$ cat config.mk
export PLATFORM = sky130hd
export DESIGN_NAME = earliest_free_room_allocator_top_flat
export DESIGN_NICKNAME = d
export VERILOG_FILES = /design/src/hdl/efra_pkg.sv /design/src/hdl/efra_ifs.sv /design/src/hdl/efra_ctrl.sv /design/src/hdl/efra_dp.sv /design/src/hdl/earliest_free_room_allocator_top.sv /design/src/flat_wrapper.sv
export SDC_FILE = /design/constraint.sdc
export NUM_CORES = 2
export LEC_CHECK = 0
export ABC_AREA = 1
export ABC_CLOCK_PERIOD_IN_PS = 6300
export BUFFER_PORTS_ARGS = -buffer_cell sky130_fd_sc_hd__buf_2
export CORE_MARGIN = 1
export CORE_UTILIZATION = 25
export CTS_BUF_LIST = sky130_fd_sc_hd__clkbuf_16
export DETAILED_ROUTE_END_ITERATION = 8
export GPL_ROUTABILITY_DRIVEN = 0
export PLACE_DENSITY = 0.43
export SETUP_SLACK_MARGIN = 0.15
export SLEW_MARGIN = 0
export SYNTH_ARGS = -nofsm -noshare
export SYNTH_HDL_FRONTEND = slang
export SYNTH_SLANG_ARGS = --single-unit
$ cat constraint.sdc
create_clock -name clk_i -period 6.3 [get_ports clk_i]
set_input_delay 1.26 -clock clk_i [delete_from_list [all_inputs] [get_ports clk_i]]
set_output_delay 1.26 -clock clk_i [all_outputs]
set_load 0.1 [all_outputs]
$ cat src/hdl/efra_pkg.sv
`default_nettype none

package efra_pkg;

  // Field widths
  localparam int unsigned IN_TIME_W  = 32;
  localparam int unsigned TIME_W     = 40;
  localparam int unsigned CNT_W      = 32;
  localparam int unsigned ROOM_OUT_W = 4;
  localparam int unsigned CFG_W      = 5;

  // Limits and reset values
  localparam logic [TIME_W-1:0] TIME_MAX  = {TIME_W{1'b1}};
  localparam logic [CNT_W-1:0]  CNT_MAX   = {CNT_W{1'b1}};
  localparam logic [CFG_W-1:0]  CFG_RESET = CFG_W'(16);

  // Controller states
  typedef enum logic [2:0] {
    ST_IDLE,
    ST_SCAN,
    ST_DRAIN,
    ST_CNT_RD,
    ST_WRITE
  } state_e;

  // Controller to datapath
  typedef struct packed {
    logic load;     // take the request, clear rooms on first_request
    logic scan_rd;  // read next room free time
    logic cnt_rd;   // pick the room, read its count
    logic commit;   // write back and load the result register
  } cmd_t;

  // Datapath to controller
  typedef struct packed {
    logic last_issue;  // scan reads the last active room this cycle
    logic out_busy;    // result register full and not taken
  } sts_t;

endpackage : efra_pkg

`default_nettype wire

$ cat src/hdl/efra_ifs.sv
`default_nettype none

// Request channel
interface efra_req_if;
  logic        valid;
  logic        ready;
  logic [31:0] start_time;
  logic [31:0] end_time;
  logic        first_request;

  modport source (output valid, output start_time, output end_time,
                  output first_request, input ready);
  modport sink   (input valid, input start_time, input end_time,
                  input first_request, output ready);
endinterface : efra_req_if

// Result channel
interface efra_rsp_if;
  logic        valid;
  logic        ready;
  logic [3:0]  assigned_room;
  logic [39:0] finish_time;
  logic        was_delayed;
  logic [3:0]  most_booked_room;

  modport source (output valid, output assigned_room, output finish_time,
                  output was_delayed, output most_booked_room, input ready);
  modport sink   (input valid, input assigned_room, input finish_time,
                  input was_delayed, input most_booked_room, output ready);
endinterface : efra_rsp_if

// Configuration write channel
interface efra_cfg_if;
  logic       valid;
  logic       ready;
  logic [4:0] rooms_in_use;

  modport source (output valid, output rooms_in_use, input ready);
  modport sink   (input valid, input rooms_in_use, output ready);
endinterface : efra_cfg_if

`default_nettype wire

$ cat src/hdl/efra_ctrl.sv
`default_nettype none

module efra_ctrl (
  input  wire logic          clk_i,
  input  wire logic          rst_ni,
  input  wire logic          req_valid_i,
  output logic               req_ready_o,
  input  wire efra_pkg::sts_t sts_i,
  output efra_pkg::cmd_t     cmd_o
);
  import efra_pkg::*;

  state_e state_q, state_d;

  // State register
  always_ff @(posedge clk_i or negedge rst_ni) begin
    if (!rst_ni) begin
      state_q <= ST_IDLE;
    end else begin
      state_q <= state_d;
    end
  end

  // Next state and commands
  always_comb begin
    state_d     = state_q;
    cmd_o       = '0;
    req_ready_o = 1'b0;
    case (state_q)
      ST_IDLE: begin
        req_ready_o = 1'b1;
        if (req_valid_i) begin
          cmd_o.load = 1'b1;
          state_d    = ST_SCAN;
        end
      end
      ST_SCAN: begin
        cmd_o.scan_rd = 1'b1;
        if (sts_i.last_issue) begin
          state_d = ST_DRAIN;
        end
      end
      ST_DRAIN: begin
        // last read data is folded into the trackers
        state_d = ST_CNT_RD;
      end
      ST_CNT_RD: begin
        cmd_o.cnt_rd = 1'b1;
        state_d      = ST_WRITE;
      end
      ST_WRITE: begin
        if (!sts_i.out_busy) begin
          cmd_o.commit = 1'b1;
          state_d      = ST_IDLE;
        end
      end
      default: begin
        state_d = ST_IDLE;
      end
    endcase
  end

endmodule : efra_ctrl

`default_nettype wire

$ cat src/hdl/efra_dp.sv
`default_nettype none

module efra_dp #(
  parameter int unsigned MAX_ROOMS = 16
) (
  input  wire logic                            clk_i,
  input  wire logic                            rst_ni,
  // configuration
  input  wire logic                            cfg_valid_i,
  input  wire logic [efra_pkg::CFG_W-1:0]      cfg_rooms_i,
  // request payload
  input  wire logic [efra_pkg::IN_TIME_W-1:0]  start_time_i,
  input  wire logic [efra_pkg::IN_TIME_W-1:0]  end_time_i,
  input  wire logic                            first_request_i,
  // control
  input  wire efra_pkg::cmd_t                  cmd_i,
  output efra_pkg::sts_t                       sts_o,
  // result
  output logic                                 out_valid_o,
  input  wire logic                            out_ready_i,
  output logic [efra_pkg::ROOM_OUT_W-1:0]      assigned_room_o,
  output logic [efra_pkg::TIME_W-1:0]          finish_time_o,
  output logic                                 was_delayed_o,
  output logic [efra_pkg::ROOM_OUT_W-1:0]      most_booked_room_o
);
  import efra_pkg::*;

  localparam int unsigned RW = (MAX_ROOMS > 1) ? $clog2(MAX_ROOMS) : 1;
  localparam int unsigned CW = $clog2(MAX_ROOMS + 1);

  // Configuration register
  logic [CFG_W-1:0] rooms_cfg_q;

  always_ff @(posedge clk_i or negedge rst_ni) begin
    if (!rst_ni) begin
      rooms_cfg_q <= CFG_RESET;
    end else if (cfg_valid_i) begin
      rooms_cfg_q <= cfg_rooms_i;
    end
  end

  // Active room count, clamped to 1..MAX_ROOMS
  logic [CW-1:0] n_act;

  always_comb begin
    if (rooms_cfg_q == '0) begin
      n_act = CW'(1);
    end else if (32'(rooms_cfg_q) > MAX_ROOMS) begin
      n_act = CW'(MAX_ROOMS);
    end else begin
      n_act = CW'(rooms_cfg_q);
    end
  end

  // Request registers
  logic [IN_TIME_W-1:0] start_q, end_q, dur_q;
  logic [CW-1:0]        n_q;

  always_ff @(posedge clk_i) begin
    if (cmd_i.load) begin
      start_q <= start_time_i;
      end_q   <= end_time_i;
      dur_q   <= (end_time_i > start_time_i) ? (end_time_i - start_time_i) : '0;
      n_q     <= n_act;
    end
  end

  // Scan counter and read pipeline tag
  logic [CW-1:0] scan_cnt_q;
  logic          rd_vld_q;
  logic [RW-1:0] rd_idx_q;

  always_ff @(posedge clk_i or negedge rst_ni) begin
    if (!rst_ni) begin
      scan_cnt_q <= '0;
      rd_vld_q   <= 1'b0;
      rd_idx_q   <= '0;
    end else begin
      rd_vld_q <= cmd_i.scan_rd;
      rd_idx_q <= scan_cnt_q[RW-1:0];
      if (cmd_i.load) begin
        scan_cnt_q <= '0;
      end else if (cmd_i.scan_rd) begin
        scan_cnt_q <= scan_cnt_q + CW'(1);
      end
    end
  end

  assign sts_o.last_issue = cmd_i.scan_rd && (scan_cnt_q == n_q - CW'(1));

  // Room memories; a room without its valid bit reads as cleared
  logic [TIME_W-1:0] free_mem [MAX_ROOMS];
  logic [CNT_W-1:0]  cnt_mem  [MAX_ROOMS];
  logic [MAX_ROOMS-1:0] vld_q;
  logic [TIME_W-1:0] free_rd_q;
  logic [CNT_W-1:0]  cnt_rd_q;
  logic              free_rd_vld_q, cnt_rd_vld_q;

  logic [RW-1:0]     room_q;
  logic [TIME_W-1:0] finish_q;
  logic              delayed_q;
  logic [CNT_W-1:0]  cnt_new;
  logic [RW-1:0]     room_sel;

  // Memory write and registered reads
  always_ff @(posedge clk_i) begin
    if (cmd_i.commit) begin
      free_mem[room_q] <= finish_q;
      cnt_mem[room_q]  <= cnt_new;
    end
    if (cmd_i.scan_rd) begin
      free_rd_q <= free_mem[scan_cnt_q[RW-1:0]];
    end
    if (cmd_i.cnt_rd) begin
      cnt_rd_q <= cnt_mem[room_sel];
    end
  end

  // Valid bits: cleared at once by reset or a first request
  always_ff @(posedge clk_i or negedge rst_ni) begin
    if (!rst_ni) begin
      vld_q         <= '0;
      free_rd_vld_q <= 1'b0;
      cnt_rd_vld_q  <= 1'b0;
    end else begin
      if (cmd_i.scan_rd) begin
        free_rd_vld_q <= vld_q[scan_cnt_q[RW-1:0]];
      end
      if (cmd_i.cnt_rd) begin
        cnt_rd_vld_q <= vld_q[room_sel];
      end
      if (cmd_i.load && first_request_i) begin
        vld_q <= '0;
      end else if (cmd_i.commit) begin
        vld_q[room_q] <= 1'b1;
      end
    end
  end

  // Scan trackers: first free room, earliest freeing room
  logic [TIME_W-1:0] free_eff;
  logic              found_q;
  logic [RW-1:0]     found_idx_q;
  logic [TIME_W-1:0] min_q;
  logic [RW-1:0]     min_idx_q;

  assign free_eff = free_rd_vld_q ? free_rd_q : '0;

  always_ff @(posedge clk_i or negedge rst_ni) begin
    if (!rst_ni) begin
      found_q     <= 1'b0;
      found_idx_q <= '0;
      min_q       <= '0;
      min_idx_q   <= '0;
    end else if (cmd_i.load) begin
      found_q <= 1'b0;
    end else if (rd_vld_q) begin
      if (!found_q && (free_eff <= TIME_W'(start_q))) begin
        found_q     <= 1'b1;
        found_idx_q <= rd_idx_q;
      end
      if ((rd_idx_q == '0) || (free_eff < min_q)) begin
        min_q     <= free_eff;
        min_idx_q <= rd_idx_q;
      end
    end
  end

  // Room choice and finish time
  logic [TIME_W:0]   delay_sum;
  logic [TIME_W-1:0] finish_sel;

  assign room_sel  = found_q ? found_idx_q : min_idx_q;
  assign delay_sum = {1'b0, min_q} + (TIME_W + 1)'(dur_q);

  always_comb begin
    if (found_q) begin
      finish_sel = TIME_W'(end_q);
    end else if (delay_sum[TIME_W]) begin
      finish_sel = TIME_MAX;
    end else begin
      finish_sel = delay_sum[TIME_W-1:0];
    end
  end

  always_ff @(posedge clk_i) begin
    if (cmd_i.cnt_rd) begin
      room_q    <= room_sel;
      finish_q  <= finish_sel;
      delayed_q <= !found_q;
    end
  end

  // Saturating count update and most-booked record
  logic [CNT_W-1:0] cnt_old;
  logic [RW-1:0]    best_room_q;
  logic [CNT_W-1:0] best_cnt_q;

  assign cnt_old = cnt_rd_vld_q ? cnt_rd_q : '0;
  assign cnt_new = (cnt_old == CNT_MAX) ? cnt_old : cnt_old + CNT_W'(1);

  always_ff @(posedge clk_i or negedge rst_ni) begin
    if (!rst_ni) begin
      best_room_q <= '0;
      best_cnt_q  <= '0;
    end else if (cmd_i.load && first_request_i) begin
      best_room_q <= '0;
      best_cnt_q  <= '0;
    end else if (cmd_i.commit) begin
      if ((cnt_new > best_cnt_q) ||
          ((cnt_new == best_cnt_q) && (room_q < best_room_q))) begin
        best_room_q <= room_q;
        best_cnt_q  <= cnt_new;
      end
    end
  end

  // Result register
  logic                  out_valid_q;
  logic [ROOM_OUT_W-1:0] out_room_q;
  logic [TIME_W-1:0]     out_finish_q;
  logic                  out_delayed_q;
  logic [ROOM_OUT_W-1:0] out_best_q;
  logic [RW-1:0]         best_next;

  assign best_next = ((cnt_new > best_cnt_q) ||
                      ((cnt_new == best_cnt_q) && (room_q < best_room_q)))
                     ? room_q : best_room_q;

  always_ff @(posedge clk_i or negedge rst_ni) begin
    if (!rst_ni) begin
      out_valid_q <= 1'b0;
    end else if (cmd_i.commit) begin
      out_valid_q <= 1'b1;
    end else if (out_ready_i) begin
      out_valid_q <= 1'b0;
    end
  end

  always_ff @(posedge clk_i) begin
    if (cmd_i.commit) begin
      out_room_q    <= ROOM_OUT_W'(room_q);
      out_finish_q  <= finish_q;
      out_delayed_q <= delayed_q;
      out_best_q    <= ROOM_OUT_W'(best_next);
    end
  end

  assign sts_o.out_busy     = out_valid_q && !out_ready_i;
  assign out_valid_o        = out_valid_q;
  assign assigned_room_o    = out_room_q;
  assign finish_time_o      = out_finish_q;
  assign was_delayed_o      = out_delayed_q;
  assign most_booked_room_o = out_best_q;

`ifndef SYNTHESIS
  // scan never reads past the active rooms
  a_scan_range: assert property (@(posedge clk_i) disable iff (!rst_ni)
    rd_vld_q |-> (CW'(rd_idx_q) < n_q))
    else $error("scan index beyond active rooms");

  // a write never overruns a waiting result
  a_no_overrun: assert property (@(posedge clk_i) disable iff (!rst_ni)
    cmd_i.commit |-> !(out_valid_q && !out_ready_i))
    else $error("commit while result register is held");

  // a commit always shows a result next cycle
  a_commit_out: assert property (@(posedge clk_i) disable iff (!rst_ni)
    cmd_i.commit |=> out_valid_q)
    else $error("result missing after commit");

  // a room found free is reported without delay
  a_found_flag: assert property (@(posedge clk_i) disable iff (!rst_ni)
    cmd_i.cnt_rd && found_q |=> !delayed_q && (finish_q == TIME_W'(end_q)))
    else $error("free room reported as delayed");
`endif

endmodule : efra_dp

`default_nettype wire

$ cat src/hdl/earliest_free_room_allocator_top.sv
// Earliest-free room allocator. Each request (start, end, first_request) is
// given the lowest-numbered active room free by its start time, or else the
// room that frees earliest, in which case the meeting is postponed with its
// duration kept and was_delayed is set. Every request yields one result with
// the room, the finish time (saturating at 2^40-1) and the running most-booked
// room. After its transfer a request reads the free time of each of the n
// active rooms from the room memory, one room free time per cycle, followed
// by a drain, a count read and a write-back, which waits while the previous
// result is still held. The next request is taken once the write-back is done,
// even while that result still waits on the output. first_request
// clears all rooms in its transfer cycle; there is no clearing pass after
// reset. rooms_in_use may be written only while the block is idle.
`default_nettype none

module earliest_free_room_allocator_top #(
  parameter int unsigned MAX_ROOMS = 16
) (
  input  wire logic   clk_i,
  input  wire logic   rst_ni,
  efra_cfg_if.sink    cfg_i,
  efra_req_if.sink    req_i,
  efra_rsp_if.source  rsp_o
);
  import efra_pkg::*;

  cmd_t cmd;
  sts_t sts;
  logic req_ready;

  assign cfg_i.ready = 1'b1;
  assign req_i.ready = req_ready;

  // Sequencer
  efra_ctrl u_ctrl (
    .clk_i       (clk_i),
    .rst_ni      (rst_ni),
    .req_valid_i (req_i.valid),
    .req_ready_o (req_ready),
    .sts_i       (sts),
    .cmd_o       (cmd)
  );

  // Room memories, scan and result register
  efra_dp #(
    .MAX_ROOMS (MAX_ROOMS)
  ) u_dp (
    .clk_i              (clk_i),
    .rst_ni             (rst_ni),
    .cfg_valid_i        (cfg_i.valid),
    .cfg_rooms_i        (cfg_i.rooms_in_use),
    .start_time_i       (req_i.start_time),
    .end_time_i         (req_i.end_time),
    .first_request_i    (req_i.first_request),
    .cmd_i              (cmd),
    .sts_o              (sts),
    .out_valid_o        (rsp_o.valid),
    .out_ready_i        (rsp_o.ready),
    .assigned_room_o    (rsp_o.assigned_room),
    .finish_time_o      (rsp_o.finish_time),
    .was_delayed_o      (rsp_o.was_delayed),
    .most_booked_room_o (rsp_o.most_booked_room)
  );

endmodule : earliest_free_room_allocator_top

`default_nettype wire

$ cat src/flat_wrapper.sv
// flat-port wrapper written by rule: the top's interface ports become plain ports
module earliest_free_room_allocator_top_flat import efra_pkg::*;
#(
  parameter int unsigned MAX_ROOMS = 16
)
  (clk_i, rst_ni, cfg_i_valid, cfg_i_rooms_in_use, cfg_i_ready, req_i_valid, req_i_start_time, req_i_end_time, req_i_first_request, req_i_ready, rsp_o_valid, rsp_o_assigned_room, rsp_o_finish_time, rsp_o_was_delayed, rsp_o_most_booked_room, rsp_o_ready);
  efra_cfg_if cfg_i_i ();
  efra_req_if req_i_i ();
  efra_rsp_if rsp_o_i ();
  input  wire logic clk_i;
  input  wire logic rst_ni;
  input wire logic [$bits(cfg_i_i.valid)-1:0] cfg_i_valid;
  input wire logic [$bits(cfg_i_i.rooms_in_use)-1:0] cfg_i_rooms_in_use;
  output wire logic [$bits(cfg_i_i.ready)-1:0] cfg_i_ready;
  input wire logic [$bits(req_i_i.valid)-1:0] req_i_valid;
  input wire logic [$bits(req_i_i.start_time)-1:0] req_i_start_time;
  input wire logic [$bits(req_i_i.end_time)-1:0] req_i_end_time;
  input wire logic [$bits(req_i_i.first_request)-1:0] req_i_first_request;
  output wire logic [$bits(req_i_i.ready)-1:0] req_i_ready;
  output wire logic [$bits(rsp_o_i.valid)-1:0] rsp_o_valid;
  output wire logic [$bits(rsp_o_i.assigned_room)-1:0] rsp_o_assigned_room;
  output wire logic [$bits(rsp_o_i.finish_time)-1:0] rsp_o_finish_time;
  output wire logic [$bits(rsp_o_i.was_delayed)-1:0] rsp_o_was_delayed;
  output wire logic [$bits(rsp_o_i.most_booked_room)-1:0] rsp_o_most_booked_room;
  input wire logic [$bits(rsp_o_i.ready)-1:0] rsp_o_ready;
  assign cfg_i_i.valid = cfg_i_valid;
  assign cfg_i_i.rooms_in_use = cfg_i_rooms_in_use;
  assign cfg_i_ready = cfg_i_i.ready;
  assign req_i_i.valid = req_i_valid;
  assign req_i_i.start_time = req_i_start_time;
  assign req_i_i.end_time = req_i_end_time;
  assign req_i_i.first_request = req_i_first_request;
  assign req_i_ready = req_i_i.ready;
  assign rsp_o_valid = rsp_o_i.valid;
  assign rsp_o_assigned_room = rsp_o_i.assigned_room;
  assign rsp_o_finish_time = rsp_o_i.finish_time;
  assign rsp_o_was_delayed = rsp_o_i.was_delayed;
  assign rsp_o_most_booked_room = rsp_o_i.most_booked_room;
  assign rsp_o_i.ready = rsp_o_ready;
  earliest_free_room_allocator_top #(.MAX_ROOMS(MAX_ROOMS)) u_core (.clk_i(clk_i), .rst_ni(rst_ni), .cfg_i(cfg_i_i), .req_i(req_i_i), .rsp_o(rsp_o_i));
endmodule
==> results list <==
- The clock passes through at most 3 buffers.
- For this run, asynchronously set or reset flops after synthesis account for between 7 and 8%.
* Most frequent cell on the critical path: sky130_fd_sc_hd__nand2_1
- The most used flip-flop cell after synthesis is sky130_fd_sc_hd__edfxtp_1.
- When the netlist entered floorplanning its net count stood at 6290.
- Yosys warns: 0
- Boundary pin count: around 130
- Global-route wire length before repair: 311000 um
- Static timing analysis puts the maximum clock frequency at 192 MHz.
- Final Max Slew Viols: 0
- Measured along the x axis, the die boundary spans between 500 and 600 um.
- Power density relative to cell area: 484 nW/um2
- The final critical path takes up 82.5% of the cycle.
- In this run the static leakage power is 28.6 nW.
- Final net count: 6374
- Sequential Power Share: slightly below 40%
* Via count of the routed design: between 40000 and 50000
- At the worst endpoint, the required time is 7.06 ns.
- Internal power comes to roughly 22 mW.
- Number of sinks driven by the clock tree: 1541
- Synthesis produced a netlist whose cell count is 6038.
- Outcome: finished, final reports clean
- Across all setup checks in the final design, the least slack found is 1.10 ns.
* Setup Fix Bufs, Post-CTS: 0
- Summed over all layers, the routed wires come to 214000 um.
* Synthesized area divided by synthesized cell count: 11.3 um2
- PnR Total Power: 37.9 mW
* Highest net fanout along the worst path: 33
- For this configuration, the core starts out at a cell density of between 20 and 30%.
- Setup violations remaining at the end of the flow were counted as 0.
- In this run the vertical extent of the chip is 523 um.
- Summing all placed instances gives a cell area of 72800 um2.
* Sum of negative setup slack: 0 ns
- Clock Root Buffer: sky130_fd_sc_hd__clkbuf_16
- The routed design could run at a clock period as short as between 5 and 6 ns.
- Of the total power, the share spent switching nets is 40.8%.
* Clock network fraction of design power: 25.8%
* First-pass iteration count of the detailed router: 7
- Counting flops and latches in the post-synthesis netlist gives 1541.
- Across the VDD grid, the largest voltage drop is between 0.0003 and 0.0004 V.
- Final core utilization: 28.9%
* Number of enable flip-flop cells after synthesis: 1419
- Maximum level of the CTS H-tree: 4
* Unrepaired setup endpoints after global routing: no
- Clock latency reported for the late side of the worst-skew pair: roughly 0.83 ns
- Area of the die: 274000 um2
- Buffers added on ports: 125
- Share of the yosys chip area belonging to registers: around 67%
- The endpoint identified for the worst register-to-register timing path is u_core.u_dp.best_cnt_q[4].
* First DRT Iteration DRCs: 3716
- The finished cells cover 78300 um2.
* Path type of the worst min-delay path: input port to asynchronous set/reset pin
* Number of global-route vias before repair: roughly 45000
- Fill cells in the final layout number 27900.
- In the final layout, the share of cells above drive strength 1 is 8.89%.
- Number of antenna violations at the first check in global routing: 9
* Register-to-Register Path Depth: 22
- Cell variety after synth: 57
- WP data arrival: 5.96 ns
* Total DRC errors in the routed layout: 0
* Hpwl dp: 126000 um
- In this run the cell area of the synthesized design comes to 68000 um2.
- Cell with the largest stage delay on the worst path: sky130_fd_sc_hd__dfrtp_1
* Delay of the slowest critical-path stage: roughly 0.80 ns
- The number of hold violations in the final report was 0.
- Relative to the synthesized area, the layout overhead comes to 15.1%.
* Area of the core: 271000 um2
* Std-Cell Rows: between 150 and 200
- Power dissipated by switching net loads: approximately 15 mW
* Maximum number of pins on one net before global-route repair: 182
* Global routing usage summed across all routing layers: 15.4%
* Overflow after GRT: 0
* Setup Slack @ Placement: 1.05 ns
- Buffers inserted during clock tree synthesis total approximately 170.
* Critical Path End Type: flip-flop
- Nature of the critical path startpoint: flip-flop
- Wire length per cell after detailed routing: 21.8 um
* Setup slack of the most critical reg-to-reg path: 1.10 ns
* Part of the total power dissipated in combinational logic: 35.6%
- In this run the critical register-to-register path is launched from u_core.u_dp.cnt_rd_vld_q.
- Max capacitance violation total: 0
- Per-cell via count in the routed design: between 4 and 5
- The detail route stage leaves a number of antenna-violating nets equal to 0.
- For the pin with the worst max-slew slack, the measured transition is 1.20 ns.
- TritonCTS built the clock tree.
* Worst-case clock skew: about 0.067 ns
* Resized Gates After CTS: 0
- Traced cell by cell, the critical path runs through nand2_1, inv_1, ha_1, nand2_2, nor2_2, and2_2, nand2_4, o21ai_1, inv_1, ha_1, nand2_1, nor2_1, nand2_1, nor2_1, nand2_1, nand2_1, nor2_1, nand2_2, nand3_2, inv_2, nand2_1, nand2_1.
* Type of the setup path with the least slack: flip-flop to flip-flop
* Rel. slew slack: 20.3%
* Hold-fix buffers, CTS: 0
- Clock slew seen by the registers of the worst setup and hold paths: roughly 0.06 ns
[power by group through the flow]
stage | Sequential (mW) | Clock (mW) | Combinational [mW]
2_1_floorplan | 14.3 | 0 | 8.91
3_3_place_gp | 14.8 | 0 | 13.6
3_5_place_dp | 14.8 | 0 | 13.6
4_1_cts | 14.6 | 10.0 | 13.7
5_1_grt | 14.7 | 10.4 | 15.0
6_report | 14.6 | 9.77 | 13.5
[worst max-delay path by stage]
stage,from,to,slack [ns],cells past startpoint
final,u_core.u_dp.cnt_rd_vld_q,u_core.u_dp.best_cnt_q[4],1.10,22
after global routing,u_core.u_dp.cnt_rd_vld_q,u_core.u_dp.best_cnt_q[26],0.64,22
after CTS,u_core.u_dp.cnt_rd_vld_q,u_core.u_dp.best_cnt_q[4],1.02,22
after detailed placement,u_core.u_dp.cnt_rd_vld_q,u_core.u_dp.best_cnt_q[4],1.05,22
after global placement,u_core.u_dp.cnt_rd_vld_q,u_core.u_dp.best_cnt_q[0],1.11,22
after floorplan,rsp_o_ready,u_core.u_dp.cnt_mem[5][0],0.18,6
[cell type report]
class	instances	area (um2)	share of cell area, %
diodes	2	5.00	0.00640
clock buffers	170	4250	5.44
clock inverters	144	1190	1.53
inverters	486	1850	2.37
multi-input cells	3724	19300	24.7
flip-flops and latches	1541	45700	58.4
well taps	3570	4470	5.71
repair buffers	200	1460	1.86
[placed cells by master, fill, tap and decap left out, types with 12 or more instances in the layout]
cell type                      n
sky130_fd_sc_hd__o21a_1       14
sky130_fd_sc_hd__bufinv_16    12
sky130_fd_sc_hd__buf_4        54
sky130_fd_sc_hd__a31oi_1      13
sky130_fd_sc_hd__nand2_1     955
sky130_fd_sc_hd__xnor2_1      25
sky130_fd_sc_hd__clkinv_1     36
sky130_fd_sc_hd__clkinv_2     26
sky130_fd_sc_hd__o21ai_0     602
sky130_fd_sc_hd__a21oi_1     139
sky130_fd_sc_hd__buf_12       21
sky130_fd_sc_hd__nor3_1       29
sky130_fd_sc_hd__o21ai_1      27
sky130_fd_sc_hd__nor2_2       12
sky130_fd_sc_hd__inv_2        12
sky130_fd_sc_hd__clkbuf_16   170
sky130_fd_sc_hd__nand4_1      28
sky130_fd_sc_hd__buf_2       124
sky130_fd_sc_hd__nor2_4       18
sky130_fd_sc_hd__o221ai_1    152
sky130_fd_sc_hd__dfrtp_1     117
sky130_fd_sc_hd__xor2_1       38
sky130_fd_sc_hd__o22ai_1     137
sky130_fd_sc_hd__o211ai_1     64
sky130_fd_sc_hd__edfxtp_1   1419
sky130_fd_sc_hd__nand3_1     285
sky130_fd_sc_hd__ha_1        175
sky130_fd_sc_hd__nor2_1      896
sky130_fd_sc_hd__nand2_2      42
sky130_fd_sc_hd__inv_1       515
[per-layer routing]
layer	up-vias	routed length (um)	GRT usage, %	part of all wire, %
met2	1029	99000	25.0	46
li1	21500	-	-	-
met5	-	27	0	0.013
met1	23100	101000	21.6	47
met4	4	4300	3.55	2.0
met3	247	9460	2.23	4.4
[sequential cells by signal, summed over array words and instances (netlist names), 5 cells and up]
signal	cells
u_core.u_dp.finish_q	40
u_core.u_dp.free_rd_q	40
u_core.u_dp.vld_q	16
u_core.u_dp.cnt_mem	512
u_core.u_dp.cnt_rd_q	32
u_core.u_dp.n_q	5
u_core.u_dp.start_q	32
u_core.u_dp.scan_cnt_q	5
u_core.u_dp.finish_time_o	40
u_core.u_dp.free_mem	640
u_core.u_dp.best_cnt_q	32
u_core.u_dp.rooms_cfg_q	5
u_core.u_dp.min_q	40
u_core.u_dp.dur_q	32
u_core.u_dp.end_q	32
[critical path: cells and delay by family (launching register included)]
family                   cells  cell delay [ns]
buffers and inverters        3             0.98
adder cells (fa/ha/maj)      2             0.66
flip-flops                   1             0.80
AND/OR/NAND/NOR             16             2.39
AO/OA/AOI/OAI                1             0.24
[synthesized netlist by cell type, types with 58 or more instances]
| master | count | area share, % |
|---|---|---|
| sky130_fd_sc_hd__a21oi_1 | 139 | 1.0 |
| sky130_fd_sc_hd__edfxtp_1 | 1419 | 63 |
| sky130_fd_sc_hd__o21ai_0 | 602 | 4.4 |
| sky130_fd_sc_hd__o221ai_1 | 152 | 2.0 |
| sky130_fd_sc_hd__clkbuf_1 | 183 | 1.0 |
| sky130_fd_sc_hd__nand3_1 | 285 | 2.1 |
| sky130_fd_sc_hd__o22ai_1 | 137 | 1.3 |
| sky130_fd_sc_hd__ha_1 | 175 | 3.2 |
| sky130_fd_sc_hd__nand2_1 | 956 | 5.3 |
| sky130_fd_sc_hd__nor2_1 | 913 | 5.0 |
| sky130_fd_sc_hd__buf_2 | 58 | 0.43 |
| sky130_fd_sc_hd__dfrtp_1 | 121 | 4.5 |
| sky130_fd_sc_hd__inv_1 | 469 | 2.6 |
| sky130_fd_sc_hd__o211ai_1 | 64 | 0.71 |
[metrics by stage]
step	std cells	hold slack (ns)
floorplan	6038	0.375
global placement	9521	0.454
detailed placement	9521	0.452
CTS	9835	0.213
global route	9836	0.232
finish	9837	0.269
[cells by family after synthesis]
kind of cell / Yosys count / synth area share [%]
AOI/OAI and AO/OA: 1178 / 10.2
xor gates and xnor gates: 63 / 0.812
adders and majority gates: 177 / 3.28
buffers and inverters: 773 / 4.63
DFF: 1541 / 67.2
muxes: 3 / 0.0497
other: 1 / 0.00552
and+or+nand+nor: 2302 / 13.8
Power figures use the tool's default switching activity.
